--- config.mk ---
export PLATFORM = sky130hd
export DESIGN_NAME = fen_position_parser
export DESIGN_NICKNAME = d
export VERILOG_FILES = /design/src/design/fpp_pkg.sv /design/src/design/fpp_front.sv /design/src/design/fpp_back.sv /design/src/design/fen_position_parser.sv
export SDC_FILE = /design/constraint.sdc
export NUM_CORES = 2
export LEC_CHECK = 0
export BUFFER_PORTS_ARGS = -buffer_cell sky130_fd_sc_hd__buf_4
export CAP_MARGIN = 20
export CORE_MARGIN = 2
export CORE_UTILIZATION = 50
export CTS_CLUSTER_DIAMETER = 40
export DETAILED_ROUTE_END_ITERATION = 12
export HOLD_SLACK_MARGIN = 0.02
export PLACE_DENSITY_LB_ADDON = 0.08
export SYNTH_ARGS = -nofsm -noshare
export SYNTH_HDL_FRONTEND = slang
export SYNTH_HIERARCHICAL = 1
export SYNTH_SLANG_ARGS = --single-unit
export TNS_END_PERCENT = 30
--- constraint.sdc ---
create_clock -name clk -period 25 [get_ports clk]
set_input_delay 5 -clock clk [delete_from_list [all_inputs] [get_ports clk]]
set_output_delay 5 -clock clk [all_outputs]
set_load 0.01 [all_outputs]
--- src/design/fpp_pkg.sv ---
`default_nettype none
package fpp_pkg;
    localparam int COUNTER_BITS = 16;
    localparam int NUM_PIECES = 12;
    localparam int QUEUE_DEPTH = 2;

    typedef logic [COUNTER_BITS-1:0] cnt_t;

    typedef enum logic [2:0] {
        PH_BOARD, PH_TURN, PH_CASTLE_START, PH_CASTLE_BODY,
        PH_EP_FIRST, PH_EP_SECOND, PH_HALF, PH_FULL
    } phase_t;

    // classified beat passed from front to back
    typedef struct packed {
        logic       eot;
        logic [7:0] ch;
        logic       is_digit;
        logic [3:0] digit;
        logic       is_piece;
        logic [3:0] piece;
    } beat_t;

    localparam logic [7:0] CH_ZERO  = 8'h30;
    localparam logic [7:0] CH_ONE   = 8'h31;
    localparam logic [7:0] CH_EIGHT = 8'h38;
    localparam logic [7:0] CH_NINE  = 8'h39;
    localparam logic [7:0] CH_A     = 8'h61;
    localparam logic [7:0] CH_H     = 8'h68;
    localparam logic [7:0] CH_SLASH = 8'h2f;
    localparam logic [7:0] CH_DASH  = 8'h2d;
    localparam logic [7:0] CH_SPACE = 8'h20;
    localparam logic [7:0] CH_W     = 8'h77;
    localparam logic [7:0] CH_B     = 8'h62;

    function automatic logic [4:0] piece_code(input logic [7:0] c);
        logic [4:0] r;
        begin
            r = 5'd0;
            unique case (c)
                8'h4b: r = {1'b1, 4'd0};
                8'h51: r = {1'b1, 4'd1};
                8'h52: r = {1'b1, 4'd2};
                8'h42: r = {1'b1, 4'd3};
                8'h4e: r = {1'b1, 4'd4};
                8'h50: r = {1'b1, 4'd5};
                8'h6b: r = {1'b1, 4'd6};
                8'h71: r = {1'b1, 4'd7};
                8'h72: r = {1'b1, 4'd8};
                8'h62: r = {1'b1, 4'd9};
                8'h6e: r = {1'b1, 4'd10};
                8'h70: r = {1'b1, 4'd11};
                default: r = 5'd0;
            endcase
            return r;
        end
    endfunction
endpackage
`default_nettype wire

--- src/design/fpp_front.sv ---
`default_nettype none
module fpp_front (
    input  wire logic          clk,
    input  wire logic          rst_n,
    input  wire logic [7:0]    char_code,
    input  wire logic          end_of_text,
    input  wire logic          in_valid,
    output logic               in_ready,
    output fpp_pkg::beat_t     q_data,
    output logic               q_valid,
    input  wire logic          q_ready
);
    import fpp_pkg::*;

    beat_t            mem [QUEUE_DEPTH];
    logic             wr_ptr_reg, rd_ptr_reg;
    logic [1:0]       count_reg;
    beat_t            cls;
    logic [4:0]       pc;
    logic             push, pop;

    always_comb
    begin
        pc           = piece_code(char_code);
        cls.eot      = end_of_text;
        cls.ch       = char_code;
        cls.is_digit = (char_code >= CH_ZERO) && (char_code <= CH_NINE);
        cls.digit    = 4'(char_code - CH_ZERO);
        cls.is_piece = pc[4];
        cls.piece    = pc[3:0];
    end

    assign in_ready = (count_reg != 2'(QUEUE_DEPTH));
    assign q_valid  = (count_reg != 2'd0);
    assign q_data   = mem[rd_ptr_reg];
    assign push     = in_valid && in_ready;
    assign pop      = q_valid && q_ready;

    always_ff @(posedge clk)
    begin
        if (push)
        begin
            mem[wr_ptr_reg] <= cls;
        end
    end

    always_ff @(posedge clk or negedge rst_n)
    begin
        if (!rst_n)
        begin
            wr_ptr_reg <= 1'b0;
            rd_ptr_reg <= 1'b0;
            count_reg  <= 2'd0;
        end
        else
        begin
            if (push) wr_ptr_reg <= ~wr_ptr_reg;
            if (pop)  rd_ptr_reg <= ~rd_ptr_reg;
            count_reg <= count_reg + 2'(push) - 2'(pop);
        end
    end
endmodule
`default_nettype wire

--- src/design/fpp_back.sv ---
`default_nettype none
module fpp_back (
    input  wire logic                       clk,
    input  wire logic                       rst_n,
    input  wire fpp_pkg::beat_t             q_data,
    input  wire logic                       q_valid,
    output logic                            q_ready,
    output logic [3:0]                      piece_index,
    output logic [63:0]                     piece_board,
    output logic                            side_to_move,
    output logic [3:0]                      castling_rights,
    output logic                            ep_present,
    output logic [5:0]                      ep_square,
    output logic [fpp_pkg::COUNTER_BITS-1:0] halfmove_count,
    output logic [fpp_pkg::COUNTER_BITS-1:0] fullmove_count,
    output logic                            valid_res,
    output logic                            last,
    output logic                            out_valid,
    input  wire logic                       out_ready
);
    import fpp_pkg::*;

    phase_t      phase_reg, phase_next;
    logic [3:0]  file_reg, file_next;
    logic [2:0]  rank_reg, rank_next;
    logic [63:0] boards_reg [NUM_PIECES];
    logic        set_en;
    logic [5:0]  set_sq;
    logic        turn_reg, turn_next;
    logic [3:0]  castle_reg, castle_next;
    logic        epf_reg, epf_next;
    logic [5:0]  ep_reg, ep_next;
    cnt_t        half_reg, half_next, full_reg, full_next;
    logic        dseen_reg, dseen_next;
    logic        err_reg, err_next;
    // burst snapshot
    logic [63:0] snap_reg [NUM_PIECES];
    logic        busy_reg;
    logic [3:0]  idx_reg;
    logic        good_reg;
    logic        s_turn_reg, s_epf_reg;
    logic [3:0]  s_castle_reg;
    logic [5:0]  s_ep_reg;
    cnt_t        s_half_reg, s_full_reg;
    logic        take, fin, done_beat;
    logic [4:0]  fsum;
    logic [3:0]  cb;

    function automatic cnt_t cnt_add(input cnt_t acc, input logic [3:0] d);
        logic [COUNTER_BITS+4:0] v;
        begin
            v = {acc, 3'b000} + {2'b00, acc, 1'b0} + (COUNTER_BITS+5)'(d);
            if (v > (COUNTER_BITS+5)'({COUNTER_BITS{1'b1}})) return '1;
            return v[COUNTER_BITS-1:0];
        end
    endfunction

    // an end beat waits while a burst is still draining
    assign q_ready   = !(busy_reg && q_data.eot);
    assign take      = q_valid && q_ready;
    assign fin       = take && q_data.eot;
    assign done_beat = busy_reg && out_ready && (last || !good_reg);

    always_comb
    begin
        phase_next  = phase_reg;
        file_next   = file_reg;
        rank_next   = rank_reg;
        turn_next   = turn_reg;
        castle_next = castle_reg;
        epf_next    = epf_reg;
        ep_next     = ep_reg;
        half_next   = half_reg;
        full_next   = full_reg;
        dseen_next  = dseen_reg;
        err_next    = err_reg;
        set_en      = 1'b0;
        set_sq      = {rank_reg, file_reg[2:0]};
        fsum        = {1'b0, file_reg} + {1'b0, q_data.digit};
        cb          = 4'd0;
        unique case (q_data.ch)
            8'h4b: cb = 4'b0001;
            8'h51: cb = 4'b0010;
            8'h6b: cb = 4'b0100;
            8'h71: cb = 4'b1000;
            default: cb = 4'd0;
        endcase
        if (take && !q_data.eot && !err_reg)
        begin
            unique case (phase_reg)
                PH_BOARD:
                begin
                    if (q_data.ch >= CH_ONE && q_data.ch <= CH_EIGHT)
                    begin
                        if (fsum > 5'd8) err_next = 1'b1;
                        else file_next = fsum[3:0];
                    end
                    else if (q_data.ch == CH_SPACE)
                    begin
                        if (file_reg == 4'd8) phase_next = PH_TURN;
                        else if (!(file_reg == 4'd0 && rank_reg == 3'd7)) err_next = 1'b1;
                    end
                    else if (q_data.ch == CH_SLASH)
                    begin
                        if (file_reg != 4'd8 || rank_reg == 3'd0) err_next = 1'b1;
                        else
                        begin
                            file_next = 4'd0;
                            rank_next = rank_reg - 3'd1;
                        end
                    end
                    else if (q_data.is_piece)
                    begin
                        if (file_reg >= 4'd8) err_next = 1'b1;
                        else
                        begin
                            set_en    = 1'b1;
                            file_next = file_reg + 4'd1;
                        end
                    end
                    else err_next = 1'b1;
                end
                PH_TURN:
                begin
                    if (q_data.ch == CH_W)
                    begin
                        turn_next = 1'b0;
                        phase_next = PH_CASTLE_START;
                    end
                    else if (q_data.ch == CH_B)
                    begin
                        turn_next = 1'b1;
                        phase_next = PH_CASTLE_START;
                    end
                    else if (q_data.ch != CH_SPACE) err_next = 1'b1;
                end
                PH_CASTLE_START, PH_CASTLE_BODY:
                begin
                    if (q_data.ch == CH_SPACE)
                    begin
                        if (phase_reg == PH_CASTLE_BODY) phase_next = PH_EP_FIRST;
                    end
                    else if (q_data.ch == CH_DASH) phase_next = PH_EP_FIRST;
                    else if (cb == 4'd0) err_next = 1'b1;
                    else
                    begin
                        castle_next = castle_reg | cb;
                        phase_next  = PH_CASTLE_BODY;
                    end
                end
                PH_EP_FIRST:
                begin
                    if (q_data.ch == CH_DASH)
                    begin
                        epf_next = 1'b0;
                        phase_next = PH_HALF;
                    end
                    else if (q_data.ch >= CH_A && q_data.ch <= CH_H)
                    begin
                        ep_next = {3'd0, 3'(q_data.ch - CH_A)};
                        phase_next = PH_EP_SECOND;
                    end
                    else if (q_data.ch != CH_SPACE) err_next = 1'b1;
                end
                PH_EP_SECOND:
                begin
                    if (q_data.ch >= CH_ONE && q_data.ch <= CH_EIGHT)
                    begin
                        ep_next = {3'(q_data.ch - CH_ONE), ep_reg[2:0]};
                        epf_next = 1'b1;
                        phase_next = PH_HALF;
                    end
                    else err_next = 1'b1;
                end
                PH_HALF, PH_FULL:
                begin
                    if (q_data.ch == CH_SPACE)
                    begin
                        if (dseen_reg)
                        begin
                            if (phase_reg == PH_FULL) err_next = 1'b1;
                            else
                            begin
                                dseen_next = 1'b0;
                                phase_next = PH_FULL;
                            end
                        end
                    end
                    else if (q_data.is_digit)
                    begin
                        dseen_next = 1'b1;
                        if (phase_reg == PH_HALF) half_next = cnt_add(half_reg, q_data.digit);
                        else full_next = cnt_add(full_reg, q_data.digit);
                    end
                    else err_next = 1'b1;
                end
                default: err_next = 1'b1;
            endcase
        end
    end

    always_ff @(posedge clk or negedge rst_n)
    begin
        if (!rst_n)
        begin
            phase_reg  <= PH_BOARD;
            file_reg   <= 4'd0;
            rank_reg   <= 3'd7;
            turn_reg   <= 1'b0;
            castle_reg <= 4'd0;
            epf_reg    <= 1'b0;
            ep_reg     <= 6'd0;
            half_reg   <= '0;
            full_reg   <= '0;
            dseen_reg  <= 1'b0;
            err_reg    <= 1'b0;
            busy_reg   <= 1'b0;
            idx_reg    <= 4'd0;
            for (int i = 0; i < NUM_PIECES; i++) boards_reg[i] <= 64'd0;
        end
        else if (fin)
        begin
            phase_reg  <= PH_BOARD;
            file_reg   <= 4'd0;
            rank_reg   <= 3'd7;
            turn_reg   <= 1'b0;
            castle_reg <= 4'd0;
            epf_reg    <= 1'b0;
            ep_reg     <= 6'd0;
            half_reg   <= '0;
            full_reg   <= '0;
            dseen_reg  <= 1'b0;
            err_reg    <= 1'b0;
            busy_reg   <= 1'b1;
            idx_reg    <= 4'd0;
            for (int i = 0; i < NUM_PIECES; i++) boards_reg[i] <= 64'd0;
        end
        else
        begin
            phase_reg  <= phase_next;
            file_reg   <= file_next;
            rank_reg   <= rank_next;
            turn_reg   <= turn_next;
            castle_reg <= castle_next;
            epf_reg    <= epf_next;
            ep_reg     <= ep_next;
            half_reg   <= half_next;
            full_reg   <= full_next;
            dseen_reg  <= dseen_next;
            err_reg    <= err_next;
            if (set_en) boards_reg[q_data.piece][set_sq] <= 1'b1;
            if (done_beat) busy_reg <= 1'b0;
            else if (busy_reg && out_ready) idx_reg <= idx_reg + 4'd1;
        end
    end

    // snapshot of the finished position, read out one board per beat
    always_ff @(posedge clk)
    begin
        if (fin)
        begin
            good_reg     <= !err_reg && phase_reg == PH_FULL && dseen_reg;
            snap_reg     <= boards_reg;
            s_turn_reg   <= turn_reg;
            s_castle_reg <= castle_reg;
            s_epf_reg    <= epf_reg;
            s_ep_reg     <= epf_reg ? ep_reg : 6'd0;
            s_half_reg   <= half_reg;
            s_full_reg   <= full_reg;
        end
    end

    assign out_valid       = busy_reg;
    assign valid_res       = good_reg;
    assign last            = !good_reg || idx_reg == 4'(NUM_PIECES - 1);
    assign piece_index     = good_reg ? idx_reg : 4'd0;
    assign piece_board     = good_reg ? snap_reg[idx_reg] : 64'd0;
    assign side_to_move    = good_reg & s_turn_reg;
    assign castling_rights = good_reg ? s_castle_reg : 4'd0;
    assign ep_present      = good_reg & s_epf_reg;
    assign ep_square       = good_reg ? s_ep_reg : 6'd0;
    assign halfmove_count  = good_reg ? s_half_reg : '0;
    assign fullmove_count  = good_reg ? s_full_reg : '0;
endmodule
`default_nettype wire

--- src/design/fen_position_parser.sv ---
// fen position parser
// input channel: one text byte per beat (char_code), or an end beat
// (end_of_text = 1, char_code ignored), under in_valid / in_ready.
// output channel: result beats under out_valid / out_ready. a good text
// gives twelve beats, piece_index 0..11, last on the twelfth; a bad text
// gives one beat with valid_res 0, last 1, all else zero.
// throughput: one text byte per cycle while in_ready is high; the end beat
// starts a burst of twelve beats (or one), one per cycle while out_ready is
// high. text bytes of the next string keep flowing during the burst; its end
// beat waits until the burst has drained.
// a byte passes through a two-entry queue into the parse state; the first
// result beat shows at the edge where the end beat leaves the queue.
// reset: empty queue, parse state back to the start of the board field.
// a stalled receiver holds the current result beat; text bytes keep flowing
// until the next end beat reaches the queue head, then the queue fills and
// in_ready drops.
`default_nettype none
module fen_position_parser (
    input  wire logic                        clk,
    input  wire logic                        rst_n,
    input  wire logic [7:0]                  char_code,
    input  wire logic                        end_of_text,
    input  wire logic                        in_valid,
    output logic                             in_ready,
    output logic [3:0]                       piece_index,
    output logic [63:0]                      piece_board,
    output logic                             side_to_move,
    output logic [3:0]                       castling_rights,
    output logic                             ep_present,
    output logic [5:0]                       ep_square,
    output logic [fpp_pkg::COUNTER_BITS-1:0] halfmove_count,
    output logic [fpp_pkg::COUNTER_BITS-1:0] fullmove_count,
    output logic                             valid_res,
    output logic                             last,
    output logic                             out_valid,
    input  wire logic                        out_ready
);
    import fpp_pkg::*;

    beat_t q_data;
    logic  q_valid, q_ready;

    // front: classify bytes into the queue
    fpp_front u_front (
        .clk(clk), .rst_n(rst_n), .char_code(char_code),
        .end_of_text(end_of_text), .in_valid(in_valid), .in_ready(in_ready),
        .q_data(q_data), .q_valid(q_valid), .q_ready(q_ready)
    );

    // back: parse state and result burst
    fpp_back u_back (
        .clk(clk), .rst_n(rst_n), .q_data(q_data), .q_valid(q_valid),
        .q_ready(q_ready), .piece_index(piece_index), .piece_board(piece_board),
        .side_to_move(side_to_move), .castling_rights(castling_rights),
        .ep_present(ep_present), .ep_square(ep_square),
        .halfmove_count(halfmove_count), .fullmove_count(fullmove_count),
        .valid_res(valid_res), .last(last), .out_valid(out_valid),
        .out_ready(out_ready)
    );

`ifndef SYNTH
    // an invalid result is always a single last beat
    a_bad_last: assert property (@(posedge clk) disable iff (!rst_n)
        out_valid && !valid_res |-> last)
        else $error("invalid result not last");
    // a good result never carries a piece index past the table
    a_idx: assert property (@(posedge clk) disable iff (!rst_n)
        out_valid && valid_res |-> piece_index < 4'd12)
        else $error("piece index out of range");
    // a stalled result beat keeps its piece index
    a_hold: assert property (@(posedge clk) disable iff (!rst_n)
        out_valid && !out_ready |=> out_valid && $stable(piece_index))
        else $error("result beat changed under stall");
`endif
endmodule
`default_nettype wire

==> impl_metrics.env <==
export IMPL_status="finished, final reports clean"
export IMPL_dieWidth_um=368
export IMPL_drive_gt1_frac=0.174
export IMPL_synthCells=4783
export IMPL_core_mm2=0.131
export IMPL_critPathMaxFanout=41
export IMPL_dp_worst_setup_slack_ns=15.63
export IMPL_drt_pass1_iterations=5
export IMPL_die_h_um=368
export IMPL_holdPathEnd="u_back/snap_reg[71]"
export IMPL_rsz0062_at_grt="no"
export IMPL_yosysUniqueCellTypes=84
export IMPL_slew_viol_final=0
export IMPL_critical_path_class="flip-flop to output pin"
export IMPL_grt_pass1_wl_um=242000
export IMPL_grt_max_degree=226
export IMPL_grt_antenna_before_repair=2
export IMPL_reg2reg_from="u_front/rd_ptr_reg"
export IMPL_insertion_delay_ns=0.81
export IMPL_start_util=0.504
export IMPL_period_minus_slack_ns=10.0
export IMPL_final_cell_mix="nor2_1, edfxtp_1, dfrtp_1"
export IMPL_cts_tree="done"
export IMPL_setup_ws_ns=15.00
export IMPL_cts_hold_buf=0
export IMPL_hp_start="u_back/boards_reg[71]"
export IMPL_clock_sinks=1676
export IMPL_htree_levels=4
export IMPL_setup_viol=0
export IMPL_powerDensity_mw_per_mm2=116
export IMPL_ys_ff_latch=1676
export IMPL_synth_net_count=4880
export IMPL_dp_hpwl_um=81100
export IMPL_hold_viol=0
export IMPL_async_reset_ff_frac=0.497
export IMPL_yosys_most_used_dff="edfxtp_1"
export IMPL_postSynthAreaPerCell_um2=13.9
export IMPL_crit_path_start_kind="flip-flop"
export IMPL_arrival_ns=5.00
export IMPL_reg2reg_slack_ns=19.84
export IMPL_cts_resized=0
export IMPL_peakVddDrop_uv=102
export IMPL_rows=133
export IMPL_slew_headroom=0.181
export IMPL_vias=39000
export IMPL_drt_iter0_drc=3561
export IMPL_maxCapViolCount=0
export IMPL_r2r_end="u_back/snap_reg[294]"
export IMPL_cts_made_buffers=204
export IMPL_yosysWarnings=6
export IMPL_drc_errors=0
export IMPL_p_leak_uw=0.0317
export IMPL_numPortBuffers=128
export IMPL_clk_pin_slew_worst_paths_ns=0.06
export IMPL_avgViaCountPerCell=5.70
export IMPL_instances_no_fill=6832
export IMPL_period_share=0.400
export IMPL_grt_pass1_vias=39000
export IMPL_die_area_mm2=0.135
export IMPL_synth_edf_count=843
export IMPL_cp_startpoint="u_back/idx_reg[0]"
export IMPL_detail_route_antenna_nets=0
export IMPL_yosysSeqAreaShare=0.696
export IMPL_final_util=0.579
export IMPL_nets=4994
export IMPL_tns_ns=0
export IMPL_dp_cells=6446
export IMPL_hold_path_class="flip-flop to flip-flop"
export IMPL_area_growth_pct=14.8
export IMPL_post_cts_setup_buffers=0
export IMPL_wl_per_cell_um=22.9
export IMPL_critPathCaptureType="output pin"
export IMPL_ios=129
export IMPL_layout_commonest_cell="nor2_1"
export IMPL_clockBufferDepth=3
export IMPL_grt_usage=0.234
export IMPL_critPathRequiredTime_ns=20.00
export IMPL_overflow=0
export IMPL_cts_root_buf="clkbuf_16"
export IMPL_synthesis_area_mm2=0.0663
export IMPL_place_congestion=0.783
export IMPL_drt_wl_total_um=156000
export IMPL_fmax_ghz=0.100
export IMPL_worst_slew_pin_slew_ns=1.23
export IMPL_clock_skew_ns=0.0409
export IMPL_hold_depth=0
export IMPL_r2r_cells=6
-- where the power goes --
part           internal [uW]  switching [uW]
Clock                   1870            1180
Sequential              3490             181
Combinational            743            1400
-- area by class of cell --
cell class / count / area, um^2
Clock buffer: 265 / 5680
Inverter: 24 / 97.6
Clock inverter: 120 / 1460
Timing Repair Buffer: 216 / 1670
Antenna cell: 1 / 2.50
Fill cell: 10700 / 55400
Tap cell: 1755 / 2200
Sequential cell: 1676 / 46200
Multi-Input combinational cell: 2775 / 18800
-- how the worst max path moves through the flow --
stage / to / slack, ns / cells after the start
floorplan: u_back/s_castle_reg[0] / 0.26 / 6
global placement: piece_board[5] / 15.64 / 7
detailed placement: piece_board[5] / 15.63 / 7
CTS: piece_board[5] / 14.75 / 7
global route: piece_board[5] / 14.56 / 7
finish: piece_board[5] / 15.00 / 7
-- cells by family (layout without fill, tap and decap cells) --
family / after synthesis / after routing / share of synthesized area
compound gates: 1057 / 1057 / 0.0848
xor+xnor: 33 / 33 / 0.00436
fa+ha+maj: 84 / 84 / 0.0164
buf+inv: 332 / 625 / 0.0213
flops: 1676 / 1676 / 0.696
mux: 280 / 280 / 0.0789
other cells: 0 / 1 / 0
simple gates: 1321 / 1321 / 0.0977
-- cells in the mapped netlist, types with 8 or more instances --
cell      instances  area, um^2
buf_2            28         140
ha_1             79         988
nor3_1           18        90.1
mux4_2          192        4320
nand3_1          29         145
nor3_4           61         992
dfrtp_1         830       20800
a21oi_1         820        4100
mux2_2           20         225
buf_1            20        75.1
inv_1            21        78.8
xnor2_1          18         158
a211oi_1         10        75.1
o21a_1            8        60.1
or3_1             8        50.1
mux2i_1          68         681
nand2_1         114         428
nor2b_1           9        56.3
nand2b_1         13        81.3
nor2_1          885        3320
xor2_1           15         131
clkbuf_1        239         897
edfxtp_1        843       25300
and3_1           11        68.8
a21o_1           12        90.1
a31oi_1          42         263
buf_6            15         169
o21ai_0         113         566
o211ai_1         10        75.1
and2_1          125         782
-- layer usage --
metal / share of wire / GRT usage
met1: 0.46 / 0.353
met2: 0.47 / 0.361
met3: 0.049 / 0.0350
met4: 0.019 / 0.0591
met5: 0 / 0
-- stage by stage --
stage	hold slack, ns	power, uW	cell area [um^2]
5_1_grt	0.444	9270	76100
4_1_cts	0.426	8950	76100
3_5_place_dp	0.430	5900	69000
3_3_place_gp	0.428	5870	69000
6_report	0.434	8860	76100
2_1_floorplan	0.425	5720	66300
-- worst max-delay path, cell delays in order (launching register included) --
cell	delay (ns)
dfrtp_4	1.02
buf_4	0.84
buf_4	0.85
mux4_2	0.60
mux2i_1	0.13
o21ai_0	0.28
and2_1	0.31
buf_4	0.15
(Power assumes the default switching activity.)
